==> src/hw/rtl/kjf_pkg.sv <==
// Shared definitions for the jump-aware scalar Kalman filter.
// Holds default widths and the sequencer state type; no dependencies.
`timescale 1ns / 1ps

package kjf_pkg;

	// Default word width and fraction bits of the fixed-point values
	localparam int DATA_WIDTH_DEF = 32;
	localparam int FRAC_BITS_DEF  = 16;

	// Sequencer states of the per-sample update
	typedef enum logic [2:0] {
		ST_IDLE,
		ST_PREP,
		ST_ETA,
		ST_DIV,
		ST_DONE
	} state_t;

endpackage

==> src/hw/rtl/kalman_jump_filter.sv <==
// Top level of the jump-aware scalar Kalman filter: sequencer, shared
// divide/accumulate step unit, state, result register and register port.
// Depends on kjf_pkg for default widths and the state type.
`timescale 1ns / 1ps

// One sample is taken at a time. A sample is taken in the idle state;
// the block then forms the error variance and next the innovation
// variance, runs the restoring gain division, one quotient bit a cycle,
// while the same steps build gain times innovation and gain times
// variance bit by bit, closes the estimate and the new error variance,
// and returns to idle to take the next sample. The result waits in an
// output register, so the next sample may be taken while it is still
// held; a sample finishes only once that register is free.
// jump_variance sits at byte address 0 (8 bytes per register when
// DATA_WIDTH exceeds 32) and resets to 1.0. A record-start sample clears
// the error variance, reports innovation 0 and takes the sample as the
// estimate; a zero innovation variance gives gain 0 and raises
// zero_variance.
module kalman_jump_filter #(
	parameter int DATA_WIDTH = kjf_pkg::DATA_WIDTH_DEF,
	parameter int FRAC_BITS  = kjf_pkg::FRAC_BITS_DEF
) (
	input  logic                                     clk,
	input  logic                                     arst_n,
	// register port
	input  logic                                     psel,
	input  logic                                     penable,
	input  logic                                     pwrite,
	input  logic [((DATA_WIDTH > 32) ? 4 : 3)-1:0]   paddr,
	input  logic [((DATA_WIDTH > 32) ? 64 : 32)-1:0] pwdata,
	output logic [((DATA_WIDTH > 32) ? 64 : 32)-1:0] prdata,
	output logic                                     pready,
	// sample channel
	input  logic                                     in_valid,
	output logic                                     in_stall,
	input  logic signed [DATA_WIDTH-1:0]             sample,
	input  logic                                     event_req,
	input  logic [DATA_WIDTH-1:0]                    noise_variance,
	input  logic                                     record_start,
	input  logic                                     record_end,
	// result channel
	output logic                                     out_valid,
	input  logic                                     out_stall,
	output logic signed [DATA_WIDTH-1:0]             innovation,
	output logic [DATA_WIDTH-1:0]                    innovation_variance,
	output logic [FRAC_BITS:0]                       gain,
	output logic signed [DATA_WIDTH-1:0]             estimate,
	output logic                                     zero_variance,
	output logic                                     last_out
);

	localparam int DW     = DATA_WIDTH;
	localparam int F      = FRAC_BITS;
	localparam int PDW    = (DW > 32) ? 64 : 32;
	localparam int ADDR_W = (DW > 32) ? 4 : 3;
	localparam int PW     = DW + F + 1;
	localparam int CNT_W  = $clog2(F + 1);

	localparam logic [DW-1:0] ONE_FX = {{(DW-1){1'b0}}, 1'b1} << F;
	localparam logic [DW-1:0] SMAX   = {1'b0, {(DW-1){1'b1}}};
	localparam logic [DW-1:0] SMIN   = {1'b1, {(DW-1){1'b0}}};

	kjf_pkg::state_t state_q, state_nx;

	logic                 in_take;
	logic                 out_take;
	logic                 done_fire;

	// register and state
	logic [DW-1:0]        jump_var_q;
	logic [DW-1:0]        err_var_q;
	logic signed [DW-1:0] prev_est_q;

	// captured sample
	logic signed [DW-1:0] sample_q;
	logic                 event_q;
	logic [DW-1:0]        noise_q;
	logic                 start_q;
	logic                 end_q;

	// working registers
	logic [DW-1:0]        var_q;
	logic [DW-1:0]        eta_q;
	logic signed [DW-1:0] innov_q;
	logic                 zero_q;
	logic [DW:0]          rem_q;
	logic [F:0]           gain_q;
	logic [PW-1:0]        acc_est_q;
	logic [DW+F-1:0]      acc_var_q;
	logic [CNT_W-1:0]     cnt_q;

	// result register
	logic                 out_valid_q;
	logic signed [DW-1:0] innovation_q;
	logic [DW-1:0]        innovation_variance_q;
	logic [F:0]           gain_out_q;
	logic signed [DW-1:0] estimate_q;
	logic                 zero_variance_q;
	logic                 last_out_q;

	// combinational datapath
	logic [DW-1:0]        var_base;
	logic [DW:0]          var_sum;
	logic [DW-1:0]        var_nx;
	logic [DW:0]          eta_sum;
	logic [DW-1:0]        eta_nx;
	logic [DW:0]          diff;
	logic [DW-1:0]        innov_nx;
	logic [DW:0]          trial;
	logic                 q_bit;
	logic [PW-1:0]        innov_x;
	logic [PW-1:0]        acc_est_nx;
	logic [DW+F-1:0]      acc_var_nx;
	logic [DW+1:0]        est_sum;
	logic [DW-1:0]        est_nx;
	logic [DW+F-1:0]      var_shrink;
	logic                 reg_write;

	assign in_take  = in_valid && !in_stall;
	assign out_take = out_valid_q && !out_stall;

	// Register port: index is the bit above the byte offset
	assign pready    = 1'b1;
	assign reg_write = psel && penable && pwrite && !paddr[ADDR_W-1];
	assign prdata    = paddr[ADDR_W-1] ? '0 : PDW'(jump_var_q);

	always_ff @(posedge clk or negedge arst_n) begin
		if (!arst_n) begin
			jump_var_q <= ONE_FX;
		end else if (reg_write) begin
			jump_var_q <= pwdata[DW-1:0];
		end
	end

	// Error variance with the optional jump term, saturating
	assign var_base = start_q ? '0 : err_var_q;
	assign var_sum  = {1'b0, var_base} + {1'b0, jump_var_q};
	assign var_nx   = !event_q ? var_base : (var_sum[DW] ? '1 : var_sum[DW-1:0]);

	// Innovation variance, saturating
	assign eta_sum = {1'b0, var_q} + {1'b0, noise_q};
	assign eta_nx  = eta_sum[DW] ? '1 : eta_sum[DW-1:0];

	// Innovation, clamped to the signed word
	assign diff = {sample_q[DW-1], sample_q} - {prev_est_q[DW-1], prev_est_q};
	always_comb begin
		if (start_q) begin
			innov_nx = '0;
		end else if (diff[DW] != diff[DW-1]) begin
			innov_nx = diff[DW] ? SMIN : SMAX;
		end else begin
			innov_nx = diff[DW-1:0];
		end
	end

	// Division step, and Horner accumulation of both products on the quotient bit
	assign trial      = (cnt_q == '0) ? rem_q : {rem_q[DW-1:0], 1'b0};
	assign q_bit      = !zero_q && (trial >= {1'b0, eta_q});
	assign innov_x    = {{(F+1){innov_q[DW-1]}}, innov_q};
	assign acc_est_nx = {acc_est_q[PW-2:0], 1'b0} + (q_bit ? innov_x : '0);
	assign acc_var_nx = {acc_var_q[DW+F-2:0], 1'b0} + (q_bit ? (DW+F)'(var_q) : '0);

	// Estimate: base plus floor of gain times innovation, clamped
	assign est_sum = (start_q ? {{2{sample_q[DW-1]}}, sample_q}
	                          : {{2{prev_est_q[DW-1]}}, prev_est_q})
	               + {acc_est_q[PW-1], acc_est_q[PW-1:F]};
	always_comb begin
		if ((est_sum[DW+1:DW-1] != 3'b000) && (est_sum[DW+1:DW-1] != 3'b111)) begin
			est_nx = est_sum[DW+1] ? SMIN : SMAX;
		end else begin
			est_nx = est_sum[DW-1:0];
		end
	end

	// New error variance: var * (1 - gain), floored
	assign var_shrink = {var_q, {F{1'b0}}} - acc_var_q;

	// Sequencer state register
	always_ff @(posedge clk or negedge arst_n) begin
		if (!arst_n) begin
			state_q <= kjf_pkg::ST_IDLE;
		end else begin
			state_q <= state_nx;
		end
	end

	// Next state and handshake
	always_comb begin
		state_nx  = state_q;
		in_stall  = 1'b1;
		done_fire = 1'b0;
		case (state_q)
			kjf_pkg::ST_IDLE: begin
				in_stall = 1'b0;
				if (in_valid) begin
					state_nx = kjf_pkg::ST_PREP;
				end
			end
			kjf_pkg::ST_PREP: begin
				state_nx = kjf_pkg::ST_ETA;
			end
			kjf_pkg::ST_ETA: begin
				state_nx = kjf_pkg::ST_DIV;
			end
			kjf_pkg::ST_DIV: begin
				if (cnt_q == CNT_W'(F)) begin
					state_nx = kjf_pkg::ST_DONE;
				end
			end
			kjf_pkg::ST_DONE: begin
				if (!out_valid_q || !out_stall) begin
					done_fire = 1'b1;
					state_nx  = kjf_pkg::ST_IDLE;
				end
			end
			default: begin
				state_nx = kjf_pkg::ST_IDLE;
			end
		endcase
	end

	// Capture the sample on transfer
	always_ff @(posedge clk) begin
		if (in_take) begin
			sample_q <= sample;
			event_q  <= event_req;
			noise_q  <= noise_variance;
			start_q  <= record_start;
			end_q    <= record_end;
		end
	end

	// Working registers of the shared step unit
	always_ff @(posedge clk) begin
		case (state_q)
			kjf_pkg::ST_PREP: begin
				var_q <= var_nx;
			end
			kjf_pkg::ST_ETA: begin
				eta_q     <= eta_nx;
				zero_q    <= (eta_nx == '0);
				innov_q   <= innov_nx;
				rem_q     <= {1'b0, var_q};
				gain_q    <= '0;
				acc_est_q <= '0;
				acc_var_q <= '0;
				cnt_q     <= '0;
			end
			kjf_pkg::ST_DIV: begin
				rem_q     <= q_bit ? (trial - {1'b0, eta_q}) : trial;
				gain_q    <= {gain_q[F-1:0], q_bit};
				acc_est_q <= acc_est_nx;
				acc_var_q <= acc_var_nx;
				cnt_q     <= cnt_q + 1'b1;
			end
			default: begin
			end
		endcase
	end

	// Filter state: advance when a sample completes
	always_ff @(posedge clk or negedge arst_n) begin
		if (!arst_n) begin
			err_var_q  <= '0;
			prev_est_q <= '0;
		end else if (done_fire) begin
			err_var_q  <= var_shrink[DW+F-1:F];
			prev_est_q <= est_nx;
		end
	end

	// Result valid: set on completion, drop on transfer
	always_ff @(posedge clk or negedge arst_n) begin
		if (!arst_n) begin
			out_valid_q <= 1'b0;
		end else if (done_fire) begin
			out_valid_q <= 1'b1;
		end else if (out_take) begin
			out_valid_q <= 1'b0;
		end
	end

	// Result payload: load on completion, hold otherwise
	always_ff @(posedge clk) begin
		if (done_fire) begin
			innovation_q          <= innov_q;
			innovation_variance_q <= eta_q;
			gain_out_q            <= gain_q;
			estimate_q            <= est_nx;
			zero_variance_q       <= zero_q;
			last_out_q            <= end_q;
		end
	end

	assign out_valid           = out_valid_q;
	assign innovation          = innovation_q;
	assign innovation_variance = innovation_variance_q;
	assign gain                = gain_out_q;
	assign estimate            = estimate_q;
	assign zero_variance       = zero_variance_q;
	assign last_out            = last_out_q;

endmodule

==> config.mk <==
export PLATFORM = sky130hd
export DESIGN_NAME = kalman_jump_filter
export DESIGN_NICKNAME = d
export VERILOG_FILES = /design/src/hw/rtl/kjf_pkg.sv /design/src/hw/rtl/kalman_jump_filter.sv
export SDC_FILE = /design/constraint.sdc
export NUM_CORES = 1
export LEC_CHECK = 0
export BUFFER_PORTS_ARGS = -buffer_cell sky130_fd_sc_hd__buf_2
export CAP_MARGIN = 20
export CORE_MARGIN = 2
export CORE_UTILIZATION = 45
export DETAILED_ROUTE_END_ITERATION = 16
export PLACE_DENSITY = 0.67
export SLEW_MARGIN = 30
export SYNTH_ARGS = -nofsm -noshare
export SYNTH_HDL_FRONTEND = slang
export SYNTH_SLANG_ARGS = --single-unit
==> constraint.sdc <==
create_clock -name clk -period 15.2 [get_ports clk]
set_input_delay 0.76 -clock clk [delete_from_list [all_inputs] [get_ports clk]]
set_output_delay 0.76 -clock clk [all_outputs]
set_load 0.1 [all_outputs]
==> metrics.md, run 1 <==
| Metric | Value |
|---|---|
| Core Area | 74570 um2 |
| Pin count of the biggest net entering global routing | 88 |
| Reg2reg setup slack | 7.26 ns |
| RSZ-0062 raised after global routing | no |
| Post-layout min period | 7.942 ns |
| Worst setup EP type | register |
| WP data required | 15.54 ns |
| Top cells by area, synth | edfxtp_1 (38%), ha_1 (9.4%), dfrtp_1 (7.3%) |
| Post-synth top cells | edfxtp_1 (431), ha_1 (255), nand2_1 (246), o21ai_0 (241), nor2_1 (237) |
| Drt first pass iters | 5 |
| CTS sink cnt | 531 |
| Initial antenna violation count | 5 |
| Crit Path Class | reg -> reg |
| Drt total wl | 86180 um |
| Worst-skew pair later-pin latency | 0.63 ns |
| Hold WC Path Type | in -> reg |
| Site Rows | 100 |
| Crit start category | register |
| Worst vdd ir | 0.0001034 V |
| MaxCap Viol Count | 0 |
| Status | completed |
| Routability congestion estimate | 0.9168 |
| Fin. Hold Viols | 0 |
| Final setup fails | 0 |
| Grt total ovfl | 0 |
| Async SR Flop Fraction | 18.83% |
| Antenna Nets Post-Route | 0 |
| Final Max Slew Viols | 0 |
| Most common cell in the synthesized netlist | edfxtp_1 |
| Die Width | 278.7 um |
| Worst slew margin | 36.75% |
| LEAKAGE | 16.13 nW |
| Worst-path clk slew | 0.07 ns |
| Global-route wire length before repair | 133500 um |
| Vias in the first global route | 23752 |
| Vert. Die Dim | 278.7 um |
| Via density | 5.609 |
| Routed wire per std cell | 18.86 um |
| Post-Synthesis Net Count | 3693 |
| Top-area cell type share of the netlist area | 38.11% |
| H-tree depth | 2 |
| Fin Setup TNS | 0 ns |
| CTS tree | built |
| EDFF count, synth | 431 |
| Total GRT Usage | 21.62% |
| Post-synthesis register bit count | 531 |
| Mean Syn Cell Area | 10.22 um2 |
| Clk buf depth | 3 |
| TritonCTS buffer count | 58 |
| Pwr dens | 189.2 nW/um2 |
| Root Buffer | clkbuf_16 |
| Io pins | 259 |
| Register area share after synthesis | 45.49% |
| Synth-to-Final Area Change | 12.66% |
| Area leader, netlist | edfxtp_1 |
| Max reg flops | 49 |
| Mapped Cells | 3322 |
| Mapped Area | 33960 um2 |
| Share of post-route cells with drive strength above 1 | 14.87% |
| Design Area, Final | 38260 um2 |
| Most flop-heavy register | acc_est_q |
| Initial Utilization | 45.54% |
| Vias | 25626 |
| Top fanout value on the critical path | 33 |
| DP Area | 36240 um2 |
| I/O Buffers | 255 |
| Post-CTS Setup Bufs | 0 |
| Worst-Margin Slew | 0.9487 ns |
| Starting DRT DRC Count | 1756 |
| Worst Path Arrival | 8.28 ns |
| Yosys cell types | 101 |
| Final net count | 3920 |
| FMAX | 125.9 MHz |
| DRC violations left | 0 |
| Die ar. | 77670 um2 |
| Yosys warning count | 0 |
| Post-DP HPWL | 64260 um |
| Top Registers | acc_est_q x49, acc_var_q x48, rem_q x33 |
| Final Skew | 0.02260 ns |
| Final Cycle Share | 52.25% |
| Top FF cell, synth | edfxtp_1 |
-- critical path, stage by stage, from the launching register on --
cell	delay, ns
edfxtp_1	0.44
inv_1	0.09
ha_1	0.18
nor4b_4	0.19
buf_4	0.44
mux2_2	0.41
ha_1	0.42
nand4_1	0.18
nor3_2	0.38
nand4_1	0.25
a21boi_1	0.33
a311oi_4	0.07
buf_4	0.23
nor2_4	0.32
buf_4	0.35
and2_1	0.22
ha_1	0.25
a211oi_1	0.28
o21ai_0	0.21
a41o_1	0.33
a21oi_1	0.40
o2111ai_1	0.45
and4_1	0.37
o22ai_1	0.26
a21oi_1	0.10
mux2i_1	0.23
xnor2_1	0.15
nor2_1	0.05
-- layer usage --
metal	vias up	wire length [um]	global-route usage, %
li1	12665	-	-
met1	12198	42230	32.46
met2	661	37970	33.60
met3	100	4363	2.360
met4	2	1612	4.715
met5	-	7	0
-- metrics by stage --
step                      hold slack, ns  power, W  instances  setup slack [ns]  util, %
after floorplan                   0.4003  0.004948       3322             6.675        -
after global placement            0.4017  0.005699       4457             7.377    48.59
after CTS                         0.2620  0.007259       4568             7.278    51.29
after global routing              0.2663  0.007749       4568             6.673    51.30
final                             0.3067  0.007239       4569             7.258    51.30
after detailed placement          0.4084  0.005748       4457             7.301    48.60
-- final timing paths --
path | start | to | cells after the start
setup / recovery | cnt_q[0] | acc_est_q[46] | 27
hold / removal | sample[3] | sample_q[3] | 1
setup reg to reg | cnt_q[0] | acc_est_q[46] | 27
hold reg to reg | gain_q[16] | gain[16] | 0
max in group asynchronous | arst_n | err_var_q[28] | 4
min in group asynchronous | arst_n | prev_est_q[6] | 2
-- kinds of logic (layout without fill, tap and decap cells) --
logic type | count (synthesis) | count (layout) | synth area share [%]
AOI/OAI and AO/OA | 891 | 891 | 16.91
xor gates and xnor gates | 239 | 239 | 6.164
adders and majority gates | 264 | 264 | 9.867
buffers and inverters | 297 | 574 | 3.360
DFF | 531 | 531 | 45.49
muxes | 116 | 116 | 3.766
other | 1 | 2 | 0.01104
and+or+nand+nor | 983 | 983 | 14.44
-- cells in the final DEF (no fill, tap or decap), types with 105 or more instances in the layout --
cell type | netlist | routed
xnor2_1 | 147 | 147
a21oi_1 | 213 | 213
nor2_1 | 237 | 234
o21ai_0 | 241 | 241
inv_1 | 183 | 182
a21o_1 | 105 | 105
buf_2 | 12 | 254
ha_1 | 255 | 255
edfxtp_1 | 431 | 431
nand2_1 | 246 | 245
-- power breakdown --
group / total (W) / internal, W / switching (W)
combinational: 0.00338 / 0.00133 / 0.00205
clock: 0.00148 / 0.000865 / 0.000616
sequential: 0.00238 / 0.00211 / 0.000274
total: 0.00724 / 0.00430 / 0.00294
-- layout make-up --
type,count,area (um2)
fill,6729,36310
inverter,183,691.9
tap,969,1212
sequential,531,15450
multi-input combinational,2494,17420
timing repair buffer,281,1484
clock buffer,69,1543
clock inverter,41,455.4
antenna,1,2.502
-- timing repair --
item                      in CTS  in global routing
hold endpoints to repair       7                  0
hold buffers                   1                  0
resized for setup              0                  0
Note: power is estimated with default switching activity, not from simulation.
==> inputs of run 2 (changes only) <==
--- a/config.mk
+++ b/config.mk
@@ -10,7 +10,7 @@
 export CORE_MARGIN = 2
 export CORE_UTILIZATION = 45
 export DETAILED_ROUTE_END_ITERATION = 16
-export PLACE_DENSITY = 0.67
+export PLACE_DENSITY = 0.69
 export SLEW_MARGIN = 30
 export SYNTH_ARGS = -nofsm -noshare
 export SYNTH_HDL_FRONTEND = slang
==> constraint.sdc (replaced) <==
create_clock -name clk -period 6.9 [get_ports clk]
set_input_delay 0.345 -clock clk [delete_from_list [all_inputs] [get_ports clk]]
set_output_delay 0.345 -clock clk [all_outputs]
set_load 0.1 [all_outputs]
==> run 2 against run 1 <==
Compared with the run above: flip-flop and latch count unchanged; wire length increased by 3.9%; critical path depth decreased by 1; critical path type unchanged; critical endpoint is now acc_est_q[43]; largest cell class unchanged.
==> metrics.md, run 2 (synthesis results as in run 1) <==
| Metric | Value |
|---|---|
| Status | completed |
| Worst-path clk slew | 0.06 ns |
| Core Area | 74570 um2 |
| Pwr dens | 413.6 nW/um2 |
| Top Registers | acc_est_q x49, acc_var_q x48, rem_q x33 |
| WP data required | 7.27 ns |
| Hold WC Path Type | in -> reg |
| Busiest grt layer | met2 |
| Root Buffer | clkbuf_16 |
| Share of post-route cells with drive strength above 1 | 15.22% |
| Initial antenna violation count | 0 |
| Worst Path Arrival | 7.04 ns |
| R2R cell count | 26 |
| Worst-skew pair later-pin latency | 0.62 ns |
| Die Width | 278.7 um |
| Final Skew | 0.01690 ns |
| Via density | 5.622 |
| Starting DRT DRC Count | 2178 |
| Total power | 0.01641 W |
| Post-DP HPWL | 64770 um |
| Top fanout value on the critical path | 10 |
| Die ar. | 77670 um2 |
| Seq pwr share | 32.1% |
| Routability congestion estimate | 0.9336 |
| Filler Cells Inserted | 6544 |
| Worst hold slack | 0.07571 ns |
| Dpl ws | 0.1163 ns |
| MaxCap Viol Count | 0 |
| Site Rows | 100 |
| Drt first pass iters | 7 |
| Worst hold stages | 3 |
| Total GRT Usage | 22.39% |
| Layout Utilization | 53.20% |
| Post-layout min period | 6.665 ns |
| Grt met3 use | 2.870% |
| Synth-to-Final Area Change | 16.83% |
| Worst setup EP type | register |
| Worst-Margin Slew | 0.9521 ns |
| Crit Path Class | reg -> reg |
| I/O Buffers | 255 |
| Grt total ovfl | 0 |
| Worst vdd ir | 0.0002390 V |
| Commonest non-fill, non-tap cell in the layout | edfxtp_1 |
| Global-route wire length before repair | 138800 um |
| H-tree depth | 2 |
| Final net count | 4041 |
| Vert. Die Dim | 278.7 um |
| LEAKAGE | 16.74 nW |
| Final setup fails | 0 |
| Final worst slack | 0.2349 ns |
| Most flop-heavy register | acc_est_q |
| Internal Pwr Total | 0.009789 W |
| Vias in the first global route | 24757 |
| Pin count of the biggest net entering global routing | 105 |
| Worst slew margin | 36.51% |
| Drt total wl | 89500 um |
| Io pins | 259 |
| Fin. Hold Viols | 0 |
| Vias | 26350 |
| Clk buf depth | 3 |
| FMAX | 150.0 MHz |
| Diode count | 0 |
| CTS tree | built |
| RSZ-0062 raised after global routing | yes |
| CTS sink cnt | 531 |
| Crit start category | register |
| Met1 Resource Use GR | 32.61% |
| Sw Share | 40.33% |
| Net Sw Power | 0.006617 W |
| Commonest cells after routing, fill and taps aside | edfxtp_1 (431), ha_1 (255), buf_2 (254) |
| Initial Utilization | 45.54% |
| Final Cycle Share | 96.60% |
| Antenna Nets Post-Route | 0 |
| Final Max Slew Viols | 0 |
| Grt met2 use | 34.97% |
| DRC violations left | 0 |
| Max reg flops | 49 |
| Combinational share of power | 47.0% |
| TritonCTS buffer count | 58 |
| Clock group share of total power | 20.9% |
| Routed wire per std cell | 19.10 um |
| Fin Setup TNS | 0 ns |
run 2: cell types whose count changed in the layout (fill, tap and decap cells not counted), moves of 3 or more:
cell / previous run / this run
buf_4: 24 / 39
clkinv_1: 6 / 2
buf_12: 0 / 4
clkbuf_16: 58 / 63
clkinv_2: 12 / 9
clkinv_4: 4 / 7
dlygate4sd3_1: 1 / 101
bufinv_16: 8 / 11
run 2: worst max-delay path, cell delays in order (launching register included):
cell,delay [ns]
edfxtp_1,0.41
inv_1,0.08
ha_1,0.16
nor4b_4,0.27
buf_12,0.18
mux2_2,0.35
ha_1,0.34
a21o_1,0.22
a221oi_2,0.30
nor4b_4,0.31
o21ai_4,0.12
a311oi_4,0.37
nor2_4,0.11
and2_1,0.20
ha_1,0.22
fa_1,0.43
a211oi_1,0.22
nor2_1,0.12
o221a_2,0.32
a2111oi_4,0.47
nor3_2,0.13
o31ai_2,0.22
nand3_1,0.17
o21a_1,0.21
mux2i_2,0.17
xnor2_1,0.15
and2_1,0.17
run 2: metrics by stage:
step / cells / area (um2)
after global placement: 4468 / 36360
final: 4687 / 39670
after floorplan: 3322 / 33960
after CTS: 4677 / 39490
after detailed placement: 4468 / 36360
after global routing: 4687 / 39670
run 2: path summary, 6_finish.rpt:
path                       startpoint       endpoint  slack (ns)
setup / recovery             cnt_q[0]  acc_est_q[43]        0.23
hold / removal               in_valid     state_q[0]        0.08
setup reg to reg             cnt_q[0]  acc_est_q[43]        0.23
hold reg to reg            gain_q[16]       gain[16]        0.44
max in group asynchronous      arst_n  err_var_q[31]        5.25
min in group asynchronous      arst_n  prev_est_q[1]        0.15
run 2: power by group through the flow:
stage                     registers [W]  logic, W  clock network (W)
after global placement          0.00531   0.00732                  0
final                           0.00527   0.00771            0.00343
after detailed placement        0.00531   0.00744                  0
after CTS                       0.00526   0.00753            0.00351
after global routing            0.00533   0.00855            0.00363
after floorplan                 0.00501   0.00585                  0
run 2: metal layers:
layer,share of wire [%],vias up
met3,5.6,153
met4,2.8,0
li1,-,12916
met5,0,-
met2,45,758
met1,47,12523
run 2: area by class of cell:
type | instances | area [um2] | area share [%]
Multi-Input combinational cell | 2494 | 17480 | 44.05
Sequential cell | 531 | 15450 | 38.93
Timing Repair Buffer | 402 | 2728 | 6.875
Clock buffer | 70 | 1600 | 4.034
Tap cell | 969 | 1212 | 3.056
Inverter | 183 | 691.9 | 1.744
Clock inverter | 38 | 516.7 | 1.303
run 2: repair_timing:
item                                    CTS  global route
setup buffers                             0             8
hold buffers                            101             0
resized for setup                         0            12
endpoints found under the hold margin   115             0
endpoints found under the setup margin    0            32
